`src/hw/rtl/dibhv_pkg.sv`:
```
// Shared types and constants for the bitmap info header validator.
// Used by dibhv_regs, dib_header_validator_top and the bench; no dependencies.
package dibhv_pkg;

    localparam int IN_DATA_W  = 384;
    localparam int OUT_DATA_W = 128;
    localparam int APB_ADDR_W = 4;
    localparam int APB_DATA_W = 32;

    localparam logic [1:0] REG_MAX_INPUT_BYTES = 2'd0;
    localparam logic [1:0] REG_MAX_DIMENSION   = 2'd1;
    localparam logic [1:0] REG_MAX_PIXEL_COUNT = 2'd2;

    localparam logic [31:0] RST_MAX_INPUT_BYTES = 32'd67108864;
    localparam logic [30:0] RST_MAX_DIMENSION   = 31'd16384;
    localparam logic [31:0] RST_MAX_PIXEL_COUNT = 32'd268435456;

    localparam logic [31:0] HDR_V3      = 32'd40;
    localparam logic [31:0] HDR_V2      = 32'd52;
    localparam logic [31:0] HDR_V3_ALPHA = 32'd56;
    localparam logic [31:0] HDR_V4      = 32'd108;
    localparam logic [31:0] HDR_V5      = 32'd124;

    localparam logic [31:0] COMP_RGB        = 32'd0;
    localparam logic [31:0] COMP_BITFIELDS  = 32'd3;
    localparam logic [31:0] COMP_ABITFIELDS = 32'd6;

    localparam logic [31:0] MAX_PALETTE = 32'd256;
    localparam logic [31:0] HEIGHT_MIN  = 32'h8000_0000;

    typedef struct packed {
        logic [31:0] max_input_bytes;
        logic [30:0] max_dimension;
        logic [31:0] max_pixel_count;
    } limits_t;

endpackage

```
`src/hw/rtl/dibhv_regs.sv`:
```
// Configuration registers of the header validator behind an APB-style port.
// Depends on dibhv_pkg for the register map, reset values and limits_t.
module dibhv_regs (
    input  logic                               clk,
    input  logic                               rst_n,
    input  logic                               psel,
    input  logic                               penable,
    input  logic                               pwrite,
    input  logic [dibhv_pkg::APB_ADDR_W-1:0]   paddr,
    input  logic [dibhv_pkg::APB_DATA_W-1:0]   pwdata,
    output logic [dibhv_pkg::APB_DATA_W-1:0]   prdata,
    output logic                               pready,
    output dibhv_pkg::limits_t                 limits
);
    import dibhv_pkg::*;

    logic [31:0] max_input_bytes_reg;
    logic [30:0] max_dimension_reg;
    logic [31:0] max_pixel_count_reg;
    logic        wr_en;

    assign pready = 1'b1;
    assign wr_en  = psel & penable & pwrite & pready;

    always_ff @(posedge clk or negedge rst_n)
    begin
        if (!rst_n)
        begin
            max_input_bytes_reg <= RST_MAX_INPUT_BYTES;
            max_dimension_reg   <= RST_MAX_DIMENSION;
            max_pixel_count_reg <= RST_MAX_PIXEL_COUNT;
        end
        else if (wr_en)
        begin
            case (paddr[3:2])
                REG_MAX_INPUT_BYTES: max_input_bytes_reg <= pwdata;
                REG_MAX_DIMENSION:   max_dimension_reg   <= pwdata[30:0];
                REG_MAX_PIXEL_COUNT: max_pixel_count_reg <= pwdata;
                default:             ;
            endcase
        end
    end

    always_comb
    begin
        case (paddr[3:2])
            REG_MAX_INPUT_BYTES: prdata = max_input_bytes_reg;
            REG_MAX_DIMENSION:   prdata = {1'b0, max_dimension_reg};
            REG_MAX_PIXEL_COUNT: prdata = max_pixel_count_reg;
            default:             prdata = '0;
        endcase
    end

    assign limits.max_input_bytes = max_input_bytes_reg;
    assign limits.max_dimension   = max_dimension_reg;
    assign limits.max_pixel_count = max_pixel_count_reg;

endmodule

```
`config.mk`:
```
export PLATFORM = sky130hd
export DESIGN_NAME = dibhv_regs
export DESIGN_NICKNAME = d
export VERILOG_FILES = /design/src/hw/rtl/dibhv_pkg.sv /design/src/hw/rtl/dibhv_regs.sv
export SDC_FILE = /design/constraint.sdc
export NUM_CORES = 1
export LEC_CHECK = 0
export ABC_CLOCK_PERIOD_IN_PS = 1050
export BUFFER_PORTS_ARGS = -buffer_cell sky130_fd_sc_hd__buf_4
export CAP_MARGIN = 20
export CORE_UTILIZATION = 49
export CTS_CLUSTER_SIZE = 10
export DETAILED_ROUTE_END_ITERATION = 6
export PLACE_DENSITY = 0.8
export SKIP_CTS_REPAIR_TIMING = 1
export SLEW_MARGIN = 20
export SYNTH_ARGS = -nofsm -noshare
export SYNTH_HDL_FRONTEND = slang
export SYNTH_SLANG_ARGS = --single-unit
export TNS_END_PERCENT = 50
```
`constraint.sdc`:
```
create_clock -name clk -period 1.05 [get_ports clk]
set_input_delay 0.0525 -clock clk [delete_from_list [all_inputs] [get_ports clk]]
set_output_delay 0.0525 -clock clk [all_outputs]
set_load 0.01 [all_outputs]
```
Word level (Yosys, flattened, before mapping)
Cells that the tools add are included.

storage, ports and cells
  flip-flop bits (word level) = 95
  bits of input ports = 41
  output and inout bits = 128
  logic and storage cells = 12

operators by class
  eq/ne operators = 2
  muxes and demuxes = 1
  bitwise gates (word level) = 2
  reductions and logical operators = 4

operator list
  kind                                                              number
  32-bit case mux with 3 select lines                               1
  2-bit AND reduction                                               3
  1-bit bitwise AND                                                 2
  2-bit by 1-bit == test with 1-bit output (second input constant)  1
  2-bit == test (second input constant)                             1
  2-bit zero test                                                   1

Logic depth before layout (Yosys ltp)
  depth after elaboration = 3
  depth in mapped cells = 5
  depth with buffers taken out = 3

Worst setup path before layout
Ideal clock, no wire load.

  kind = in2reg
  start point = input port pwrite
  end point = register max_dimension_reg[0]
  library setup time = 0.125 ns
  arrival = 1.127 ns
  required time = 0.925 ns
  setup slack = -0.202 ns
  stages on the path = 5
  buffers on the path = 2
  cells stage by stage = nand3_1 > or3b_1 > buf_2 > buf_6 > mux2_4

between the ends
  word-level cells in the longest chain between the ends = 2

RTL lines
  element                        RTL line          RTL
  start, declared                dibhv_regs.sv:8   input logic pwrite,
  1-bit bitwise AND              dibhv_regs.sv:23  assign wr_en = psel & penable & pwrite & pready;
  2-bit AND reduction (no line)  -
  end signal, assigned           dibhv_regs.sv:37  REG_MAX_DIMENSION: max_dimension_reg <= pwdata[30:0];
  end, declared                  dibhv_regs.sv:18  logic [30:0] max_dimension_reg;

Every way passes these cells.
A chain may end at the register's enable or synchronous reset.

Worst setup path after layout
  start point = register max_dimension_reg[14]
  end point = output port prdata[14] (netlist bit)

between the ends
  word-level cells in the longest chain between the ends = 1

RTL lines
  element                              RTL line          RTL
  32-bit case mux with 3 select lines  dibhv_regs.sv:46  case (paddr[3:2])
  end, declared                        dibhv_regs.sv:11  output logic [dibhv_pkg::APB_DATA_W-1:0] prdata,

Every way passes these cells.

==> out/qor.yml <==
outcome:
  status: "finished, violations left"
  violations: "negative setup slack"
pwr:
  power_frac_clock_pct: 19.5
  switching_power_uw: 3800
  p_leak_uw: 0.00328
  power_density_nw_per_um2: 1860
  comb_power_share_pct: 37.0
  p_int_uw: 8400
  seqPwrFrac_pct: 43.5
  peakVddDrop_v: 0.00101
  sw_frac_of_total_pct: 31.1
sta:
  post-route-min-period_ns: 1.28
  finalClockSkew_ns: 0
  slew_violations: 0
  setup_violations: 45
  hold_ws_ns: 0.151
  worst_slack_ns: -0.232
  tns_ns: -5.01
  period_share_pct: 122
  hold_viol: 0
  max_freq_mhz: 780
  rsz0062_at_grt: "true"
clock_network:
  clock_latency_ns: 0.34
  cts_buffer_depth: 2
  htree_levels: 3
  clock-root-buffer: "clkbuf_8"
  cts.clk_slew.worst_paths_ns: 0.10
  cts_tree: "built"
  cts_buffers: 9
  cts.sinks: 95
run:
  cap_violations: 0
floorplan:
  die_h_um: 96.0
  coreArea_um2: 8380
  initial_core_util_pct: 51.7
  fp-row-count: 33
  dieArea_um2: 9220
  num_io_pins: 169
  die_x_um: 96.0
route:
  via_per_inst: 5.29
  totalWireLength_mm: 11.8
  vias: 3447
  drcViolationCount: 0
  dr.pass1.iters: 4
  wl_per_cell_um: 18.2
  postRouteAntennaNets: 0
  drt-initial-drc-count: 131
setup_path:
  crit_arrival_ns: 1.23
  worst_path_max_delay_cell: "dfstp_2"
  crit_fanout: 3
  crit_chain: "mux2i_1, o21ai_1, buf_4"
  critPathCaptureType: "output pin"
  cpPeakStageDelay_ns: 0.56
  crit_family: "flip-flops"
  start_kind: "register"
  path_buf_inv: 1
  criticalPathCategory: "reg2out"
  cp_data_required_time_ns: 1.00
placement:
  io_buffers: 165
  hpwl_mm: 8.02
  gp_congestion: 0.770
final_layout:
  areaGrowthSynthToFinish_pct: 51.2
  drive_gt1_share_pct: 59.0
  fin_nets: 582
  antenna_cells: 0
synth:
  synth_area_leaders: "dfrtp_1 (53%), mux2_2 (16%), mux2_4 (10%)"
  yosysUniqueCellTypes: 19
  yosysMostFrequentCell: "dfrtp_1"
  synth_fp_nets: 354
  yosys.area.top_type_share_pct: 53.1
  syn_inst: 313
  ys.flop_type: "dfrtp_1"
  synth_edf_count: 0
  synth_seq_area_share_pct: 55.0
  ys_warn_count: 0
  async_flop_share_pct: 100
  synthTopCellsByCount: "dfrtp_1 (92), mux2_2 (63), mux2i_1 (32), nand2_1 (31), o21ai_0 (31)"
  syn_area_um2: 4330
  yosys.area.top_type: "dfrtp_1"
  syn_area_per_cell_um2: 13.8
  ys_ff_latch: 95
global_routing:
  grt_pass1_wl_mm: 16.7
  grt_pass1_vias: 3136
  grt_max_degree: 26
  grt_util_all_layers_pct: 24.4
  antenna_found_initial: 0
  grt_overflow: 0
worst_hold_path:
  hold_path_class: "in2async"
==> worst paths after layout <==
path | slack, ns | cells past startpoint | from | endpoint
min in group clk | 0.32 | 4 | paddr[3] | max_dimension_reg[7]$_DFFE_PN0P_
worst min register to register | 0.52 | 1 | max_input_bytes_reg[29]$_DFFE_PN0P_ | max_input_bytes_reg[29]$_DFFE_PN0P_
worst min-delay path | 0.15 | 2 | rst_n | max_pixel_count_reg[10]$_DFFE_PN0P_
worst max-delay path | -0.23 | 3 | max_dimension_reg[14]$_DFFE_PN1P_ | prdata[14]
worst max register to register | 0.13 | 2 | max_dimension_reg[6]$_DFFE_PN0P_ | max_dimension_reg[6]$_DFFE_PN0P_
max in group asynchronous | 0.37 | 3 | rst_n | max_pixel_count_reg[28]$_DFFE_PN1P_
==> layout make-up <==
class,instances,area [um2]
sequential,95,2380
timing repair buffer,239,1990
multi-input combinational,196,1850
fill,512,1830
tap,105,131
clock buffer,10,128
clock inverter,6,71.3
==> power by group through the flow <==
| stage | Sequential, uW | Clock (uW) | Combinational [uW] |
|---|---|---|---|
| after global routing | 5410 | 2550 | 4870 |
| after detailed placement | 5340 | 0 | 4050 |
| final | 5300 | 2380 | 4520 |
| after global placement | 5320 | 0 | 3940 |
| after floorplan | 5580 | 0 | 1450 |
| after CTS | 5290 | 2410 | 4050 |
==> worst register-to-register path: stages (launching register included) <==
cell	delay, ns
dfrtp_1	0.42
buf_4	0.15
mux2_4	0.24
==> layout by cell type (no fill, tap or decap) <==
master / netlist / final
mux2_1: 2 / 2
dfrtp_1: 92 / 92
dlygate4sd3_1: 0 / 33
mux2_2: 63 / 63
clkbuf_8: 0 / 9
nand2_1: 31 / 31
bufinv_16: 0 / 1
buf_6: 3 / 9
dfstp_2: 3 / 3
nand3_2: 0 / 1
o21ai_0: 31 / 1
o21ai_1: 0 / 30
nor2_1: 1 / 1
clkinvlp_4: 0 / 2
mux2i_1: 32 / 32
nor3b_4: 0 / 1
buf_12: 0 / 6
clkbuf_1: 6 / 1
nor3_4: 0 / 1
nor2b_4: 0 / 1
or3b_4: 0 / 1
mux2_4: 30 / 30
conb_1: 1 / 1
buf_4: 2 / 191
clkinv_4: 0 / 3
==> per-stage QoR <==
step	setup WS (ns)	cell area [um2]	std cells	power [uW]	util, %
2_1_floorplan	-0.180	4380	313	7030	-
3_3_place_gp	-0.330	5840	584	9260	69.7
3_5_place_dp	-0.349	5840	584	9390	69.7
4_1_cts	-0.289	6040	600	11800	72.1
5_1_grt	-0.304	6550	651	12800	78.1
6_report	-0.232	6550	651	12200	78.1
==> logic make-up (layout without fill, tap and decap cells) <==
kind of cell / Yosys count / count (layout) / synth area share [%]
other: 1 / 1 / 0.0866
DFF: 95 / 95 / 55.0
and+or+nand+nor: 37 / 37 / 3.75
buffers and inverters: 22 / 255 / 2.92
AOI/OAI and AO/OA: 31 / 31 / 3.58
muxes: 127 / 127 / 34.7
==> layer usage <==
layer  share of wire [%]  track usage (%)  wire length (um)  vias to the layer above
met3                 5.0             5.06               588                       25
met5                   0                0                 0                        -
met2                  50             40.5              5910                      129
met1                  43             32.5              5100                     1735
met4                 2.0             6.97               232                        0
li1                    -                -                 -                     1558
(Power assumes the default switching activity.)
